## config.mk

```make
export PLATFORM = sky130hd
export DESIGN_NAME = dns_response_a_record_extractor
export DESIGN_NICKNAME = d
export VERILOG_FILES = /design/src/hdl/dnsa_pkg.sv /design/src/hdl/dns_response_a_record_extractor.sv
export SDC_FILE = /design/constraint.sdc
export NUM_CORES = 1
export LEC_CHECK = 0
export BUFFER_PORTS_ARGS = -buffer_cell sky130_fd_sc_hd__buf_4
export CAP_MARGIN = 5
export CORE_AREA = 4 4 210 212
export DETAILED_ROUTE_END_ITERATION = 16
export DIE_AREA = 0 0 214 216
export GPL_ROUTABILITY_DRIVEN = 0
export GPL_TIMING_DRIVEN = 0
export PLACE_DENSITY = 0.53
export SETUP_SLACK_MARGIN = 0.4
export SKIP_LAST_GASP = 1
export SYNTH_ARGS = -nofsm -noshare
export SYNTH_HDL_FRONTEND = slang
export SYNTH_SLANG_ARGS = --single-unit
```

## constraint.sdc

```tcl
create_clock -name clk -period 4.99 [get_ports clk]
set_input_delay 0.2495 -clock clk [delete_from_list [all_inputs] [get_ports clk]]
set_output_delay 0.2495 -clock clk [all_outputs]
set_load 0.01 [all_outputs]
```

## src/hdl/dnsa_pkg.sv

```systemverilog
// Shared constants and types for the DNS response A-record extractor.
package dnsa_pkg;

    localparam int MAX_PACKET_BYTES = 256;
    localparam int OFFSET_W         = $clog2(MAX_PACKET_BYTES + 1);
    localparam int HDR_BYTES        = 12;

    localparam logic [7:0]  PTR_MARK_BYTE = 8'hC0;
    localparam logic [15:0] ADDR_RDLEN    = 16'd4;
    localparam logic [31:0] TC_A_IN       = 32'h0001_0001;

    localparam logic RESULT_ADDR   = 1'b0;
    localparam logic RESULT_STATUS = 1'b1;

    localparam logic [2:0] ST_OK       = 3'd0;
    localparam logic [2:0] ST_SHORT    = 3'd1;
    localparam logic [2:0] ST_ID       = 3'd2;
    localparam logic [2:0] ST_NOT_RESP = 3'd3;
    localparam logic [2:0] ST_TRUNC    = 3'd4;
    localparam logic [2:0] ST_TC       = 3'd5;

    localparam int CFG_ADDR_W = 3;
    localparam logic CFG_IDX_TXID = 1'b0;

    localparam int OUTQ_DEPTH = 4;
    localparam int OUTQ_PTR_W = $clog2(OUTQ_DEPTH);
    localparam int OUTQ_CNT_W = $clog2(OUTQ_DEPTH + 1);

    typedef struct packed {
        logic        kind;
        logic [31:0] addr;
        logic [2:0]  status;
        logic        last;
    } result_t;

endpackage

```

## src/hdl/dns_response_a_record_extractor.sv

```systemverilog
// DNS response parser that extracts IPv4 addresses of A records, one byte per request.
//
// The block takes one datagram byte per cycle and never stalls on its own: every
// byte is parsed by the state update in the cycle it is accepted, and its results
// (an address, an end-of-packet status, or both on the final byte) are written into
// a four-entry output queue, which registers them. in_ready drops only while the
// queue holds more than two results, which happens when the downstream side stops
// taking them. The expected transaction ID is written over the APB port at byte
// address 0 and must be set while no datagram is in flight.
module dns_response_a_record_extractor (
    input  logic                              clk,
    input  logic                              rst_n,

    input  logic                              in_valid,
    output logic                              in_ready,
    input  logic [7:0]                        packet_byte,
    input  logic                              is_last_byte,

    output logic                              out_valid,
    input  logic                              out_ready,
    output logic                              result_kind,
    output logic [31:0]                       ipv4_address,
    output logic [2:0]                        packet_status,
    output logic                              last_of_run,

    input  logic                              psel,
    input  logic                              penable,
    input  logic                              pwrite,
    input  logic [dnsa_pkg::CFG_ADDR_W-1:0]   paddr,
    input  logic [31:0]                       pwdata,
    output logic [31:0]                       prdata,
    output logic                              pready
);

    localparam logic [3:0] PH_HEADER     = 4'd0;
    localparam logic [3:0] PH_QNAME      = 4'd1;
    localparam logic [3:0] PH_QTC        = 4'd2;
    localparam logic [3:0] PH_AN_FIRST   = 4'd3;
    localparam logic [3:0] PH_AN_PTR     = 4'd4;
    localparam logic [3:0] PH_AN_LABELS  = 4'd5;
    localparam logic [3:0] PH_AN_TC      = 4'd6;
    localparam logic [3:0] PH_AN_TTL     = 4'd7;
    localparam logic [3:0] PH_AN_RDLEN   = 4'd8;
    localparam logic [3:0] PH_RDATA_ADDR = 4'd9;
    localparam logic [3:0] PH_RDATA_SKIP = 4'd10;
    localparam logic [3:0] PH_IGNORE     = 4'd11;

    localparam int OW = dnsa_pkg::OFFSET_W;
    localparam int PW = dnsa_pkg::OUTQ_PTR_W;
    localparam int CW = dnsa_pkg::OUTQ_CNT_W;

    logic [15:0]   txid_reg;

    logic [3:0]    phase_reg, phase_next;
    logic [OW-1:0] offset_reg, offset_next;
    logic [15:0]   fcnt_reg, fcnt_next;
    logic [31:0]   asm_reg, asm_next;
    logic [31:0]   qtc_reg, qtc_next;
    logic [31:0]   atc_reg, atc_next;
    logic [2:0]    err_reg, err_next;

    dnsa_pkg::result_t outq_reg [dnsa_pkg::OUTQ_DEPTH];
    logic [PW-1:0] wr_ptr_reg, wr_ptr_next;
    logic [PW-1:0] rd_ptr_reg, rd_ptr_next;
    logic [CW-1:0] qcnt_reg, qcnt_next;

    logic          accept;
    logic          pop;
    logic          in_range;
    logic [31:0]   asm_shift;
    logic [15:0]   fcnt_inc;
    logic [15:0]   fcnt_dec;
    logic [15:0]   rdlen;
    logic          push_addr;
    logic          push_status;
    logic [31:0]   addr_value;
    logic [2:0]    status_value;
    logic [PW-1:0] status_slot;
    logic          cfg_write;

    // Configuration port
    assign pready    = 1'b1;
    assign cfg_write = psel && penable && pwrite;
    assign prdata    = (paddr[2] == dnsa_pkg::CFG_IDX_TXID) ? {16'd0, txid_reg} : 32'd0;

    always_ff @(posedge clk or negedge rst_n)
    begin
        if (!rst_n)
        begin
            txid_reg <= 16'd0;
        end
        else if (cfg_write && paddr[2] == dnsa_pkg::CFG_IDX_TXID)
        begin
            txid_reg <= pwdata[15:0];
        end
    end

    // Handshakes
    assign in_ready  = (qcnt_reg <= CW'(dnsa_pkg::OUTQ_DEPTH - 2));
    assign accept    = in_valid && in_ready;
    assign out_valid = (qcnt_reg != '0);
    assign pop       = out_valid && out_ready;

    assign in_range  = (offset_reg < OW'(dnsa_pkg::MAX_PACKET_BYTES));
    assign asm_shift = {asm_reg[23:0], packet_byte};
    assign fcnt_inc  = fcnt_reg + 16'd1;
    assign fcnt_dec  = fcnt_reg - 16'd1;
    assign rdlen     = {asm_reg[7:0], packet_byte};

    // Parser state update for one accepted byte
    always_comb
    begin
        phase_next   = phase_reg;
        offset_next  = offset_reg;
        fcnt_next    = fcnt_reg;
        asm_next     = asm_reg;
        qtc_next     = qtc_reg;
        atc_next     = atc_reg;
        err_next     = err_reg;
        push_addr    = 1'b0;
        push_status  = 1'b0;
        addr_value   = asm_shift;
        status_value = dnsa_pkg::ST_OK;

        if (accept && in_range)
        begin
            offset_next = offset_reg + OW'(1);
            case (phase_reg)
                PH_HEADER:
                begin
                    if (offset_reg == OW'(0))
                    begin
                        asm_next = {24'd0, packet_byte};
                    end
                    else if (offset_reg == OW'(1))
                    begin
                        if ({asm_reg[7:0], packet_byte} != txid_reg)
                        begin
                            err_next   = dnsa_pkg::ST_ID;
                            phase_next = PH_IGNORE;
                        end
                    end
                    else if (offset_reg == OW'(2))
                    begin
                        if (!packet_byte[7])
                        begin
                            err_next   = dnsa_pkg::ST_NOT_RESP;
                            phase_next = PH_IGNORE;
                        end
                    end
                    else if (offset_reg == OW'(dnsa_pkg::HDR_BYTES - 1))
                    begin
                        phase_next = PH_QNAME;
                    end
                end
                PH_QNAME:
                begin
                    if (packet_byte == 8'd0)
                    begin
                        phase_next = PH_QTC;
                        fcnt_next  = 16'd0;
                        asm_next   = 32'd0;
                    end
                end
                PH_QTC:
                begin
                    if (fcnt_inc == 16'd4)
                    begin
                        qtc_next   = asm_shift;
                        phase_next = PH_AN_FIRST;
                        fcnt_next  = 16'd0;
                        asm_next   = 32'd0;
                    end
                    else
                    begin
                        fcnt_next = fcnt_inc;
                        asm_next  = asm_shift;
                    end
                end
                PH_AN_FIRST:
                begin
                    if (packet_byte == dnsa_pkg::PTR_MARK_BYTE)
                    begin
                        phase_next = PH_AN_PTR;
                    end
                    else if (packet_byte == 8'd0)
                    begin
                        phase_next = PH_AN_TC;
                        fcnt_next  = 16'd0;
                        asm_next   = 32'd0;
                    end
                    else
                    begin
                        phase_next = PH_AN_LABELS;
                    end
                end
                PH_AN_PTR:
                begin
                    phase_next = PH_AN_TC;
                    fcnt_next  = 16'd0;
                    asm_next   = 32'd0;
                end
                PH_AN_LABELS:
                begin
                    if (packet_byte == 8'd0)
                    begin
                        phase_next = PH_AN_TC;
                        fcnt_next  = 16'd0;
                        asm_next   = 32'd0;
                    end
                end
                PH_AN_TC:
                begin
                    fcnt_next = fcnt_inc;
                    asm_next  = asm_shift;
                    if (fcnt_inc == 16'd4)
                    begin
                        atc_next = asm_shift;
                        if (asm_shift != qtc_reg)
                        begin
                            err_next   = dnsa_pkg::ST_TC;
                            phase_next = PH_IGNORE;
                        end
                        else
                        begin
                            phase_next = PH_AN_TTL;
                            fcnt_next  = 16'd0;
                            asm_next   = 32'd0;
                        end
                    end
                end
                PH_AN_TTL:
                begin
                    if (fcnt_inc == 16'd4)
                    begin
                        phase_next = PH_AN_RDLEN;
                        fcnt_next  = 16'd0;
                        asm_next   = 32'd0;
                    end
                    else
                    begin
                        fcnt_next = fcnt_inc;
                    end
                end
                PH_AN_RDLEN:
                begin
                    if (fcnt_inc == 16'd2)
                    begin
                        asm_next = 32'd0;
                        if (rdlen == 16'd0)
                        begin
                            phase_next = PH_AN_FIRST;
                            fcnt_next  = 16'd0;
                        end
                        else
                        begin
                            // The data length becomes the down-counter for the data bytes.
                            fcnt_next = rdlen;
                            if (rdlen == dnsa_pkg::ADDR_RDLEN && atc_reg == dnsa_pkg::TC_A_IN)
                            begin
                                phase_next = PH_RDATA_ADDR;
                            end
                            else
                            begin
                                phase_next = PH_RDATA_SKIP;
                            end
                        end
                    end
                    else
                    begin
                        fcnt_next = fcnt_inc;
                        asm_next  = {16'd0, rdlen};
                    end
                end
                PH_RDATA_ADDR, PH_RDATA_SKIP:
                begin
                    fcnt_next = fcnt_dec;
                    asm_next  = asm_shift;
                    if (fcnt_dec == 16'd0)
                    begin
                        push_addr  = (phase_reg == PH_RDATA_ADDR);
                        phase_next = PH_AN_FIRST;
                        asm_next   = 32'd0;
                    end
                end
                default:
                begin
                end
            endcase
        end

        if (accept && is_last_byte)
        begin
            push_status = 1'b1;
            if (offset_next <= OW'(dnsa_pkg::HDR_BYTES))
            begin
                status_value = dnsa_pkg::ST_SHORT;
            end
            else if (err_next != dnsa_pkg::ST_OK)
            begin
                status_value = err_next;
            end
            else if (phase_next == PH_AN_FIRST)
            begin
                status_value = dnsa_pkg::ST_OK;
            end
            else
            begin
                status_value = dnsa_pkg::ST_TRUNC;
            end
            phase_next  = PH_HEADER;
            offset_next = '0;
            fcnt_next   = 16'd0;
            asm_next    = 32'd0;
            qtc_next    = 32'd0;
            atc_next    = 32'd0;
            err_next    = dnsa_pkg::ST_OK;
        end
    end

    always_ff @(posedge clk or negedge rst_n)
    begin
        if (!rst_n)
        begin
            phase_reg  <= PH_HEADER;
            offset_reg <= '0;
            fcnt_reg   <= 16'd0;
            asm_reg    <= 32'd0;
            qtc_reg    <= 32'd0;
            atc_reg    <= 32'd0;
            err_reg    <= dnsa_pkg::ST_OK;
        end
        else
        begin
            phase_reg  <= phase_next;
            offset_reg <= offset_next;
            fcnt_reg   <= fcnt_next;
            asm_reg    <= asm_next;
            qtc_reg    <= qtc_next;
            atc_reg    <= atc_next;
            err_reg    <= err_next;
        end
    end

    // Output queue: up to two results enter per request, one leaves per cycle while out_ready is high.
    assign status_slot = push_addr ? (wr_ptr_reg + PW'(1)) : wr_ptr_reg;

    always_comb
    begin
        wr_ptr_next = wr_ptr_reg + PW'(push_addr) + PW'(push_status);
        rd_ptr_next = pop ? (rd_ptr_reg + PW'(1)) : rd_ptr_reg;
        qcnt_next   = qcnt_reg + CW'(push_addr) + CW'(push_status) - CW'(pop);
    end

    always_ff @(posedge clk)
    begin
        if (push_addr)
        begin
            outq_reg[wr_ptr_reg] <= '{kind:   dnsa_pkg::RESULT_ADDR,
                                      addr:   addr_value,
                                      status: dnsa_pkg::ST_OK,
                                      last:   !push_status};
        end
        if (push_status)
        begin
            outq_reg[status_slot] <= '{kind:   dnsa_pkg::RESULT_STATUS,
                                       addr:   32'd0,
                                       status: status_value,
                                       last:   1'b1};
        end
    end

    always_ff @(posedge clk or negedge rst_n)
    begin
        if (!rst_n)
        begin
            wr_ptr_reg <= '0;
            rd_ptr_reg <= '0;
            qcnt_reg   <= '0;
        end
        else
        begin
            wr_ptr_reg <= wr_ptr_next;
            rd_ptr_reg <= rd_ptr_next;
            qcnt_reg   <= qcnt_next;
        end
    end

    assign result_kind   = outq_reg[rd_ptr_reg].kind;
    assign ipv4_address  = outq_reg[rd_ptr_reg].addr;
    assign packet_status = outq_reg[rd_ptr_reg].status;
    assign last_of_run   = outq_reg[rd_ptr_reg].last;

endmodule

```

==> results of run 1 <==
## metrics by stage
stage	std cells	worst slack [ns]	utilization (%)	power, W
final	2404	0.668	41.7	0.00976
after floorplan	1704	0.972	-	0.00584
after global placement	2323	0.491	38.2	0.00700
after detailed placement	2325	0.434	38.4	0.00705
after global routing	2404	0.422	41.7	0.0104
after CTS	2404	0.417	41.6	0.00974
## worst min-delay path by stage
stage | startpoint | endpoint | slack [ns] | depth (start not counted)
3_5_place_dp | rst_n | atc_reg[19]$_DFFE_PN0P_ | 0.32 | 2
2_1_floorplan | rst_n | asm_reg[0]$_DFFE_PN0P_ | -0.05 | 0
5_1_grt | in_valid | offset_reg[8]$_DFF_PN0_ | 0.15 | 5
6_report | in_valid | offset_reg[8]$_DFF_PN0_ | 0.12 | 5
3_3_place_gp | outq_reg[1][36]$_SDFFE_PP1P_ | outq_reg[1][36]$_SDFFE_PP1P_ | 0.43 | 2
4_1_cts | in_valid | offset_reg[8]$_DFF_PN0_ | 0.09 | 5
## Yosys cell counts (all sizes together), types with 7 or more instances
library cell | number | area, µm²
nand2 | 428 | 1610
a21oi | 159 | 807
dfrtp | 143 | 3580
dfxtp | 136 | 2720
clkbuf | 115 | 432
o21ai | 103 | 515
nor2 | 71 | 267
buf | 47 | 292
xor2 | 47 | 412
mux4 | 37 | 833
nand3 | 34 | 175
xnor2 | 34 | 298
nor2b | 30 | 188
nor4 | 29 | 188
nand4 | 22 | 138
nor3 | 22 | 110
inv | 19 | 71.3
mux2 | 18 | 203
or3 | 18 | 118
and2 | 14 | 87.6
ha | 14 | 175
edfxtp | 12 | 360
a22o | 10 | 87.6
a22oi | 9 | 67.6
a211o | 8 | 70.1
nand2b | 8 | 50.1
a211oi | 7 | 57.6
a21o | 7 | 52.6
a31oi | 7 | 43.8
## kinds of logic after synthesis
family	after synthesis	share of synthesized area [%]
flops	291	45.3
fa+ha+maj	17	1.60
compound gates	352	14.0
buf+inv	182	5.43
other cells	2	0.0511
xor+xnor	81	4.82
simple gates	707	21.6
mux	57	7.18
## worst reg2reg max path: stages, from the launching register on
cell                       delay (ns)
sky130_fd_sc_hd__dfrtp_1         0.42
sky130_fd_sc_hd__buf_2           0.19
sky130_fd_sc_hd__inv_1           0.06
sky130_fd_sc_hd__ha_1            0.31
sky130_fd_sc_hd__or4b_4          0.50
sky130_fd_sc_hd__buf_6           0.16
sky130_fd_sc_hd__o21a_1          0.17
sky130_fd_sc_hd__or2_2           0.31
sky130_fd_sc_hd__nor4_1          0.25
sky130_fd_sc_hd__and4_1          0.31
sky130_fd_sc_hd__buf_2           0.22
sky130_fd_sc_hd__nand3b_1        0.09
sky130_fd_sc_hd__a21oi_1         0.28
sky130_fd_sc_hd__buf_2           0.31
sky130_fd_sc_hd__clkbuf_1        0.49
sky130_fd_sc_hd__a21oi_1         0.09
## what timing repair did
action	in CTS	in global routing
setup endpoints to repair	0	25
endpoints found under the hold margin	105	0
hold buffers	17	0
gates resized for setup	0	7
## final cells by class
type,instances,area [µm²],share of cell area (%)
plain buffers,162,724,4.14
multi-input cells,1231,7340,42.0
clock inverters,16,189,1.08
repair buffers,99,830,4.74
well taps,539,674,3.86
flip-flops and latches,291,6660,38.1
inverters,20,75.1,0.429
clock buffers,46,990,5.66
## power breakdown
part	switching, W	internal, W
clock	0.00108	0.00157
combinational	0.00257	0.00143
sequential	0.000307	0.00281
total	0.00395	0.00581
## layout by cell type (no fill, tap or decap), types with 5 or more instances in the layout
master                          Yosys  layout
sky130_fd_sc_hd__buf_2             11      11
sky130_fd_sc_hd__nand2b_1           8       8
sky130_fd_sc_hd__or2_2              5       5
sky130_fd_sc_hd__nor2_1            71      71
sky130_fd_sc_hd__or3_1             17      17
sky130_fd_sc_hd__edfxtp_1          12      12
sky130_fd_sc_hd__a22o_1            10      10
sky130_fd_sc_hd__and2_1            14      14
sky130_fd_sc_hd__nor4_1            28      28
sky130_fd_sc_hd__nand3b_1           5       5
sky130_fd_sc_hd__clkinv_2           0       6
sky130_fd_sc_hd__a211oi_1           6       6
sky130_fd_sc_hd__a211o_1            8       8
sky130_fd_sc_hd__a21o_1             7       7
sky130_fd_sc_hd__a31oi_1            7       7
sky130_fd_sc_hd__dfrtp_1          143     143
sky130_fd_sc_hd__mux2_2            18      18
sky130_fd_sc_hd__buf_1             14      14
sky130_fd_sc_hd__nor2b_1           30      30
sky130_fd_sc_hd__buf_6              5       6
sky130_fd_sc_hd__a21oi_1          158     157
sky130_fd_sc_hd__xor2_1            47      47
sky130_fd_sc_hd__o21a_1             5       5
sky130_fd_sc_hd__nand2_1          428     428
sky130_fd_sc_hd__inv_1             18      18
sky130_fd_sc_hd__dfxtp_1          136     136
sky130_fd_sc_hd__mux4_2            37      37
sky130_fd_sc_hd__clkbuf_16          0      37
sky130_fd_sc_hd__o21ai_0          102     102
sky130_fd_sc_hd__nor3_1            22      21
sky130_fd_sc_hd__clkbuf_1         115     120
sky130_fd_sc_hd__ha_1              14      14
sky130_fd_sc_hd__xnor2_1           34      34
sky130_fd_sc_hd__nand3_1           33      33
sky130_fd_sc_hd__dlygate4sd3_1      0      17
sky130_fd_sc_hd__conb_1             2      17
sky130_fd_sc_hd__buf_4             17      96
sky130_fd_sc_hd__a22oi_1            9       9
sky130_fd_sc_hd__nand4_1           22      22
## per-layer routing
| metal | GRT usage (%) | vias up |
|---|---|---|
| met4 | 5.12 | 0 |
| li1 | - | 6077 |
| met3 | 3.42 | 61 |
| met1 | 28.1 | 6278 |
| met2 | 33.6 | 410 |
| met5 | 0 | - |
==> results.md, run 1 <==
* Count of mapped cells out of synthesis at 1,689
* CTS H-Tree Depth at 2
* Static Leak at 7.02 nW
* Startpoint of the lowest-slack register-to-register path: fcnt_reg[0]$_DFFE_PN0P_
* Timing-limited maximum frequency at about 230 MHz
* Number of core rows at 75
* First-pass GRT wire length at 75,100 µm
* Avg Inst Size Synth at 8.71 µm²
* Mean number of vias per cell at 5.34
* Die span in y at 216 µm
* RSZ-0062 raised after global routing: no
* Worst-case clock skew at 0.0193 ns
* Maximum clock insertion buffer count at 3
* Met3 WL at 3170 µm
* PwrDens at between 500 and 600 mW/mm²
* Per-cell routed wire length at 19.9 µm
* Family with the most delay on the worst path: simple AND/OR/NAND/NOR gates
* Fraction of final layout cells sized beyond drive strength 1 at 12.9%
* Capturing element of the worst setup path: outq_reg[0][18]$_SDFFE_PP0P_
* N_diodes at 0
* Ratio of final minimum period to clock period at 86.6%
* Final std cell area, no fill at around 0.017 mm²
* Critical Path, Cell by Cell: buf_2 > inv_1 > ha_1 > or4b_4 > buf_6 > o21a_1 > or2_2 > nor4_1 > and4_1 > buf_2 > nand3b_1 > a21oi_1 > buf_2 > clkbuf_1 > a21oi_1
* Cell area after technology mapping at 0.0147 mm²
* Peak supply drop at 218 µV
* Number of antenna violations at the first check in global routing at 0
* Setup crit start: fcnt_reg[0]$_DFFE_PN0P_
* Crit path buf inv count at 6
* Layout area overhead at 18.9%
* Sequential fraction of the synthesis area at 45.3%
* Fill cell count at around 4,200
* Top FF cell, synth: sky130_fd_sc_hd__dfrtp_1
* Detailed-route wire length on metal 1 at 21,600 µm
* Path length in cells of the critical path at 15
* Clock root cell: sky130_fd_sc_hd__clkbuf_16
* Async S/R FF share, synth at 49.1%
* Post-DRT Antenna Nets at 0
* Worst Hold Slack at 0.123 ns
* Clock Sinks at 291
* Initial detailed-routing violation count at 917
* Vias after detailed routing at about 13,000
* Startpoint kind of the worst setup timing path: flop
* CP arrival at 4.72 ns
* Synth warn at 0
* Die area at around 0.046 mm²
* Final setup violation count at 0
* Global route total overflow at 0
* Max-slew headroom at 21.3%
* Hold Vio Cnt, Final at 0
* Cell area reported after detailed placement at ~0.016 mm²
* Pin slew with the least headroom to its limit at 1.17 ns
* Critical path class: reg -> reg
* Total routing resource utilization after global routing at 20.4%
* Post-CTS repair timing setup buffer count at 0
* Max Fanout on Critical Path at 10
* Largest net degree at the start of global routing at 91
* Clk_lat worst skew at 0.56 ns
* Via count of the first global-routing pass at between 10,000 and 15,000
* Core Footprint at 0.0419 mm²
* Delay of the slowest cell on the worst path at 0.50 ns
* Flop-to-flop setup slack at 0.67 ns
* R2R Path End: outq_reg[0][18]$_SDFFE_PP0P_
* Min-Delay Path Class: in -> reg
* Required time worst endpoint at around 5.4 ns
* Largest register FFs at around 150
* Reg2reg path depth at 15
* Final net count at approximately 1,900
* Min cycle time layout at 4.32 ns
* Run status: finished clean
* Post-DP HPWL at 33,300 µm
* Boundary pin count at 123
* Critical Path Sink Type: flop
* Cell repeated most along the worst path: sky130_fd_sc_hd__buf_2
* Residual DRC at 0
* Number of CTS-inserted buffers at 35
* Highest routed layer: met4
* Cell variety after synth at 76
* Reg clk slew, reported paths at 0.05 ns
* Die X-Extent at between 200 and 250 µm
* Total negative slack at 0 ns
* Max-cap violation count at 0
* Count of buffers from port buffering at 80
* Initial Utilization at 35.1%
* Synthesis-stage register bit count at between 200 and 300
* Max-slew violation total from the final report at 0
* Cell with the largest stage delay on the worst path: sky130_fd_sc_hd__or4b_4
* Total met2 wirelength after detailed routing at 22,400 µm
* CTS tree: yes
* Post-synth EDFFs at 12
* Total wire length at 47,900 µm
* First-pass iteration count of the detailed router at 5
No activity file was read; power rests on OpenSTA's default activity.
==> inputs of run 2 (changes only) <==
--- a/config.mk
+++ b/config.mk
@@ -6,7 +6,6 @@
 export NUM_CORES = 1
 export LEC_CHECK = 0
 export BUFFER_PORTS_ARGS = -buffer_cell sky130_fd_sc_hd__buf_4
-export CAP_MARGIN = 5
 export CORE_AREA = 4 4 210 212
 export DETAILED_ROUTE_END_ITERATION = 16
 export DIE_AREA = 0 0 214 216
==> constraint.sdc (replaced) <==
create_clock -name clk -period 4.99 [get_ports clk]
set_input_delay 0.7485 -clock clk [delete_from_list [all_inputs] [get_ports clk]]
set_output_delay 0.7485 -clock clk [all_outputs]
set_load 0.01 [all_outputs]
==> results.md, run 2 (same netlist as run 1, synthesis figures left out) <==
* Run status: finished clean
* Total wire length at 47,700 µm (-0.45%)
* Initial detailed-routing violation count at 922 (+0.55%)
* Post-DRT Antenna Nets at 0 (unchanged)
* Most common cell after layout, fill and taps aside: sky130_fd_sc_hd__nand2_1
* Setup crit start: fcnt_reg[0]$_DFFE_PN0P_
* Ratio of final minimum period to clock period at 86.9% (+0.27 points)
* Worst-case clock skew at 0.0194 ns (+0.000109 ns)
* Max-slew violation total from the final report at 0 (unchanged)
* Global route total overflow at 0 (unchanged)
* PwrDens at 563 mW/mm² (+0.88%)
* Initial Utilization at 35.1% (unchanged)
* Number of CTS-inserted buffers at 35 (unchanged)
* Layout Utilization at 41.3% (-0.41 points)
* Met2 Use GR at 33.3% (-0.29 points)
* Total negative slack at 0 ns (unchanged)
* Final setup violation count at 0 (unchanged)
* Residual DRC at 0 (unchanged)
* Met3 Track Usage GR at 3.59% (+0.17 points)
* Fill cell count at 4,176 (+0.38%)
* Min-Delay Path Class: in -> async
* CTS H-Tree Depth at 2 (unchanged)
* Per-cell routed wire length at 20.0 µm (+0.26%)
* Clock Sinks at 291 (unchanged)
* Pin slew with the least headroom to its limit at 1.18 ns (+0.00436 ns)
* Max Fanout on Critical Path at 10 (unchanged)
* Number of core rows at 75 (unchanged)
* Total routing resource utilization after global routing at 20.3% (-0.084 points)
* Max-cap violation count at 0 (unchanged)
* Boundary pin count at 123 (unchanged)
* Max-slew headroom at 21.0% (-0.29 points)
* Final Non-Filler Cells at 2,387 (-0.71%)
* Final std cell area, no fill at 0.0173 mm² (-0.97%)
* Timing-limited maximum frequency at 231 MHz (-0.31%)
* Mean number of vias per cell at 5.32 (-0.37%)
* Via count of the first global-routing pass at 12,700 (-0.67%)
* Clk_lat worst skew at 0.56 ns (about the same)
* Met1 Usage GRT at 27.9% (-0.12 points)
* Largest register FFs at 148 (unchanged)
* Startpoint of the lowest-slack register-to-register path: fcnt_reg[0]$_DFFE_PN0P_
* Core Footprint at 0.0419 mm² (unchanged)
* Peak supply drop at 217 µV (-0.66%)
* CP arrival at 4.73 ns (about the same)
* N_diodes at 0 (unchanged)
* RSZ-0062 raised after global routing: no
* Min cycle time layout at 4.34 ns (+0.0136 ns)
* Maximum clock insertion buffer count at 3 (unchanged)
* Hold buffer count at CTS at 0 (-17)
* Clock root cell: sky130_fd_sc_hd__clkbuf_16
* Critical Path Sink Type: flop
* Sum of internal, switching and leakage power at 0.00975 W (about the same)
* Most used cells in the layout excluding fill and tap cells: sky130_fd_sc_hd__nand2_1 (428), sky130_fd_sc_hd__a21oi_1 (157), sky130_fd_sc_hd__dfrtp_1 (143)
* Die X-Extent at 214 µm (unchanged)
* Reg clk slew, reported paths at 0.06 ns (about the same)
* Reg2reg path depth at 15 (unchanged)
* Critical path class: reg -> reg
* Die area at 0.0462 mm² (unchanged)
* Static Leak at 6.95 nW (-1.0%)
* First-pass GRT wire length at 74,700 µm (-0.50%)
* Fraction of final layout cells sized beyond drive strength 1 at 13.0% (+0.12 points)
* CTS tree: yes
* Layout area overhead at 17.7%
* Cell area reported after detailed placement at 0.0161 mm² (unchanged)
* First-pass iteration count of the detailed router at 5 (unchanged)
* Hold Vio Cnt, Final at 0 (unchanged)
* Count of placed standard cells including taps at 2,325 (unchanged)
* Post-DP HPWL at 33,300 µm (unchanged)
* Final net count at 1,891 (-0.89%)
* Vias after detailed routing at 12,700 (-1.1%)
* Die span in y at 216 µm (unchanged)
* Required time worst endpoint at 5.39 ns (about the same)
* Count of buffers from port buffering at 80 (unchanged)
* Startpoint kind of the worst setup timing path: flop
* Largest net degree at the start of global routing at 91 (unchanged)
* Number of antenna violations at the first check in global routing at 0 (unchanged)
* Most Used Layer, Global Route: met2
[run 2: cell types whose count changed in the layout (fill, tap and decap cells not counted)]
cell	previous run	this run
sky130_fd_sc_hd__dlygate4sd3_1	17	0
[run 2: cell type report]
class / count / area (µm²) / area share (%)
Sequential cell: 291 / 6660 / 38.5
Timing Repair Buffer: 82 / 659 / 3.81
Inverter: 20 / 75.1 / 0.434
Clock inverter: 16 / 189 / 1.09
Multi-Input combinational cell: 1231 / 7340 / 42.4
Buffer: 162 / 724 / 4.18
Clock buffer: 46 / 990 / 5.72
Tap cell: 539 / 674 / 3.89
[run 2: stage by stage]
stage               worst slack (ns)  hold WS [ns]
CTS                            0.417         0.220
global placement               0.362         0.432
finish                         0.655         0.229
global route                   0.422         0.255
detailed placement             0.344         0.440
floorplan                      0.972         0.419
[run 2: routing by layer]
layer | routed length [µm] | share of wire (%)
met4 | 780 | 1.6
met3 | 2960 | 6.2
met2 | 22300 | 47
met1 | 21700 | 46
met5 | 0 | 0
[run 2: final timing paths]
path	to	slack (ns)
max in group asynchronous	asm_reg[0]$_DFFE_PN0P_	4.11
hold reg to reg	outq_reg[1][36]$_SDFFE_PP1P_	0.44
setup / recovery	outq_reg[0][18]$_SDFFE_PP0P_	0.65
min in group clk	txid_reg[10]$_DFFE_PN0P_	0.43
hold / removal	atc_reg[19]$_DFFE_PN0P_	0.23
setup reg to reg	outq_reg[0][18]$_SDFFE_PP0P_	0.65
[run 2: critical path, cell delays in order (launching register included)]
cell	delay (ns)
sky130_fd_sc_hd__dfrtp_1	0.41
sky130_fd_sc_hd__buf_2	0.19
sky130_fd_sc_hd__inv_1	0.06
sky130_fd_sc_hd__ha_1	0.32
sky130_fd_sc_hd__or4b_4	0.50
sky130_fd_sc_hd__buf_6	0.16
sky130_fd_sc_hd__o21a_1	0.17
sky130_fd_sc_hd__or2_2	0.31
sky130_fd_sc_hd__nor4_1	0.25
sky130_fd_sc_hd__and4_1	0.31
sky130_fd_sc_hd__buf_2	0.22
sky130_fd_sc_hd__nand3b_1	0.09
sky130_fd_sc_hd__a21oi_1	0.28
sky130_fd_sc_hd__buf_2	0.31
sky130_fd_sc_hd__clkbuf_1	0.49
sky130_fd_sc_hd__a21oi_1	0.10
[run 2: power breakdown]
part / internal, W / switching (W) / leakage [nW]
Combinational: 0.00142 / 0.00257 / 3.27
Sequential: 0.00281 / 0.000306 / 3.09
Clock: 0.00157 / 0.00108 / 0.583
[run 2: what timing repair did]
| item | 4_1_cts | 5_1_grt |
|---|---|---|
| setup buffers | 0 | 0 |
| hold endpoints to repair | 0 | 0 |
| resized for setup | 0 | 7 |
| setup endpoints to repair | 0 | 25 |
==> inputs of run 3 (changes only) <==
--- a/config.mk
+++ b/config.mk
@@ -7,6 +7,7 @@
 export LEC_CHECK = 0
 export BUFFER_PORTS_ARGS = -buffer_cell sky130_fd_sc_hd__buf_4
 export CORE_AREA = 4 4 210 212
+export CTS_BUF_LIST = sky130_fd_sc_hd__clkbuf_16
 export DETAILED_ROUTE_END_ITERATION = 16
 export DIE_AREA = 0 0 214 216
 export GPL_ROUTABILITY_DRIVEN = 0
==> results.md, run 3 (same netlist as run 1, synthesis figures left out) <==
* Critical Path Sink Type: flop
* Total negative slack at 0 ns (unchanged)
* Path length in cells of the critical path at 15 (unchanged)
* Post-DP HPWL at 33,300 µm (unchanged)
* Number of core rows at 75 (unchanged)
* Number of CTS-inserted buffers at 35 (unchanged)
* Crit path buf inv count at 6 (unchanged)
* Die span in y at 216 µm (unchanged)
* Reg2reg path depth at 15 (unchanged)
* Detailed-route wire length on metal 1 at 21,800 µm (+0.36%)
* CTS H-Tree Depth at 2 (unchanged)
* Initial Utilization at 35.1% (unchanged)
* Per-cell routed wire length at 20.0 µm (+0.13%)
* Multi-input gate area at 0.00734 mm² (unchanged)
* First-pass iteration count of the detailed router at 5 (unchanged)
* Static Leak at 6.95 nW (+0.12%)
* Clock Sinks at 291 (unchanged)
* Number of antenna violations at the first check in global routing at 0 (unchanged)
* Total wire length at 47,800 µm (+0.13%)
* Cell repeated most along the worst path: sky130_fd_sc_hd__buf_2
* Post-CTS repair timing setup buffer count at 0 (unchanged)
* Die area at 0.0462 mm² (unchanged)
* Residual DRC at 0 (unchanged)
* CP arrival at 4.72 ns (about the same)
* Required time worst endpoint at 5.39 ns (about the same)
* Via count of the first global-routing pass at 12,700 (+0.079%)
* Clock root cell: sky130_fd_sc_hd__clkbuf_16
* Hold buffer count at CTS at 0 (unchanged)
* Worst-case clock skew at 0.0178 ns (-0.00156 ns)
* Final setup violation count at 0 (unchanged)
* Boundary pin count at 123 (unchanged)
* Cell area reported after detailed placement at 0.0161 mm² (unchanged)
* Number of resized instances in the post-cts repair step at 0 (unchanged)
* Total met2 wirelength after detailed routing at 22,200 µm (-0.21%)
* Die X-Extent at 214 µm (unchanged)
* Pin slew with the least headroom to its limit at 1.11 ns (-0.0640 ns)
* Storage cell area at 0.00666 mm² (unchanged)
* Layout area overhead at 17.5%
* Mean number of vias per cell at 5.31 (about the same)
* CTS tree: yes
* Max-cap violation count at 0 (unchanged)
* Most common cell after layout, fill and taps aside: sky130_fd_sc_hd__nand2_1
* Timing-limited maximum frequency at 232 MHz (+0.42%)
* Post-DRT Antenna Nets at 0 (unchanged)
* First-pass GRT wire length at 74,700 µm (about the same)
* Critical path class: reg -> reg
* Global route total overflow at 0 (unchanged)
* Min-Delay Path Class: in -> async
* Max-slew headroom at 25.3% (+4.3 points)
* PwrDens at 561 mW/mm² (-0.41%)
* Startpoint kind of the worst setup timing path: flop
* Maximum clock insertion buffer count at 3 (unchanged)
* Count of buffers from port buffering at 80 (unchanged)
* Run status: finished clean
* Ratio of final minimum period to clock period at 86.5% (-0.36 points)
* Delay of the slowest cell on the worst path at 0.50 ns (about the same)
* Hold Vio Cnt, Final at 0 (unchanged)
* Peak supply drop at 217 µV (+0.29%)
* Most used cells in the layout excluding fill and tap cells: sky130_fd_sc_hd__nand2_1 (428), sky130_fd_sc_hd__a21oi_1 (157), sky130_fd_sc_hd__dfrtp_1 (143)
* Fraction of final layout cells sized beyond drive strength 1 at 12.8% (-0.16 points)
* Final net count at 1,891 (unchanged)
* Critical Path, Cell by Cell: buf_2 > inv_1 > ha_1 > or4b_4 > buf_6 > o21a_1 > or2_2 > nor4_1 > and4_1 > buf_2 > nand3b_1 > a21oi_1 > buf_2 > clkbuf_1 > a21oi_1
* Final std cell area, no fill at 0.0173 mm² (-0.17%)
* Min cycle time layout at 4.32 ns (-0.0180 ns)
* Initial detailed-routing violation count at 894 (-3.0%)
* Worst Hold Slack at 0.228 ns (-0.000765 ns)
* Max Fanout on Critical Path at 10 (unchanged)
* Family with the most delay on the worst path: simple AND/OR/NAND/NOR gates
* Clk_lat worst skew at 0.56 ns (about the same)
* Fill cell count at 4,180 (+0.096%)
* Reg clk slew, reported paths at 0.06 ns (about the same)
* Largest register FFs at 148 (unchanged)
* Core Footprint at 0.0419 mm² (unchanged)
* Vias after detailed routing at 12,700 (-0.032%)
* Max-slew violation total from the final report at 0 (unchanged)
* RSZ-0062 raised after global routing: no
* Highest routed layer: met4
* Largest net degree at the start of global routing at 91 (unchanged)
* Cell with the largest stage delay on the worst path: sky130_fd_sc_hd__or4b_4
* Total routing resource utilization after global routing at 20.3% (about the same)
* Met3 WL at 2960 µm (+0.27%)
* N_diodes at 0 (unchanged)
run 3: changes by cell type in the layout (fill, tap and decap cells not counted):
cell,previous run,this run
sky130_fd_sc_hd__inv_1,18,24
sky130_fd_sc_hd__clkinv_1,4,7
sky130_fd_sc_hd__clkbuf_8,3,0
sky130_fd_sc_hd__clkbuf_1,120,114
run 3: routing by layer:
layer  up-vias  GRT usage (%)
li1       6042              -
met1      6195           27.9
met2       385           33.4
met3        62           3.59
met4         0           5.12
met5         -              0
run 3: worst paths after layout:
kind | end | slack [ns] | from
worst max-delay path | outq_reg[0][18]$_SDFFE_PP0P_ | 0.67 | fcnt_reg[0]$_DFFE_PN0P_
worst min-delay path | atc_reg[19]$_DFFE_PN0P_ | 0.23 | rst_n
worst max register to register | outq_reg[0][18]$_SDFFE_PP0P_ | 0.67 | fcnt_reg[0]$_DFFE_PN0P_
worst min register to register | outq_reg[1][36]$_SDFFE_PP1P_ | 0.44 | outq_reg[1][36]$_SDFFE_PP1P_
max in group asynchronous | fcnt_reg[6]$_DFFE_PN0P_ | 4.11 | rst_n
min in group clk | txid_reg[7]$_DFFE_PN0P_ | 0.43 | pwdata[7]
run 3: layout make-up:
cell class              count  area share [%]
clock buffers              37            5.36
inverters                  20           0.434
flip-flops and latches    291            38.5
clock inverters            25            1.29
well taps                 539            3.90
plain buffers             162            4.19
multi-input cells        1231            42.5
repair buffers             82            3.81
run 3: per-stage QoR:
step | std cells | setup WS (ns) | util (%) | total power [W]
2_1_floorplan | 1704 | 0.972 | - | 0.00584
3_3_place_gp | 2323 | 0.362 | 38.2 | 0.00700
3_5_place_dp | 2325 | 0.344 | 38.4 | 0.00705
4_1_cts | 2387 | 0.417 | 41.1 | 0.00967
5_1_grt | 2387 | 0.422 | 41.2 | 0.0103
6_report | 2387 | 0.673 | 41.2 | 0.00970
run 3: report_power, final:
part	total (W)	leakage, nW	switching [W]	internal, W
combinational	0.00399	3.27	0.00257	0.00142
clock	0.00259	0.591	0.00108	0.00151
sequential	0.00312	3.09	0.000308	0.00281
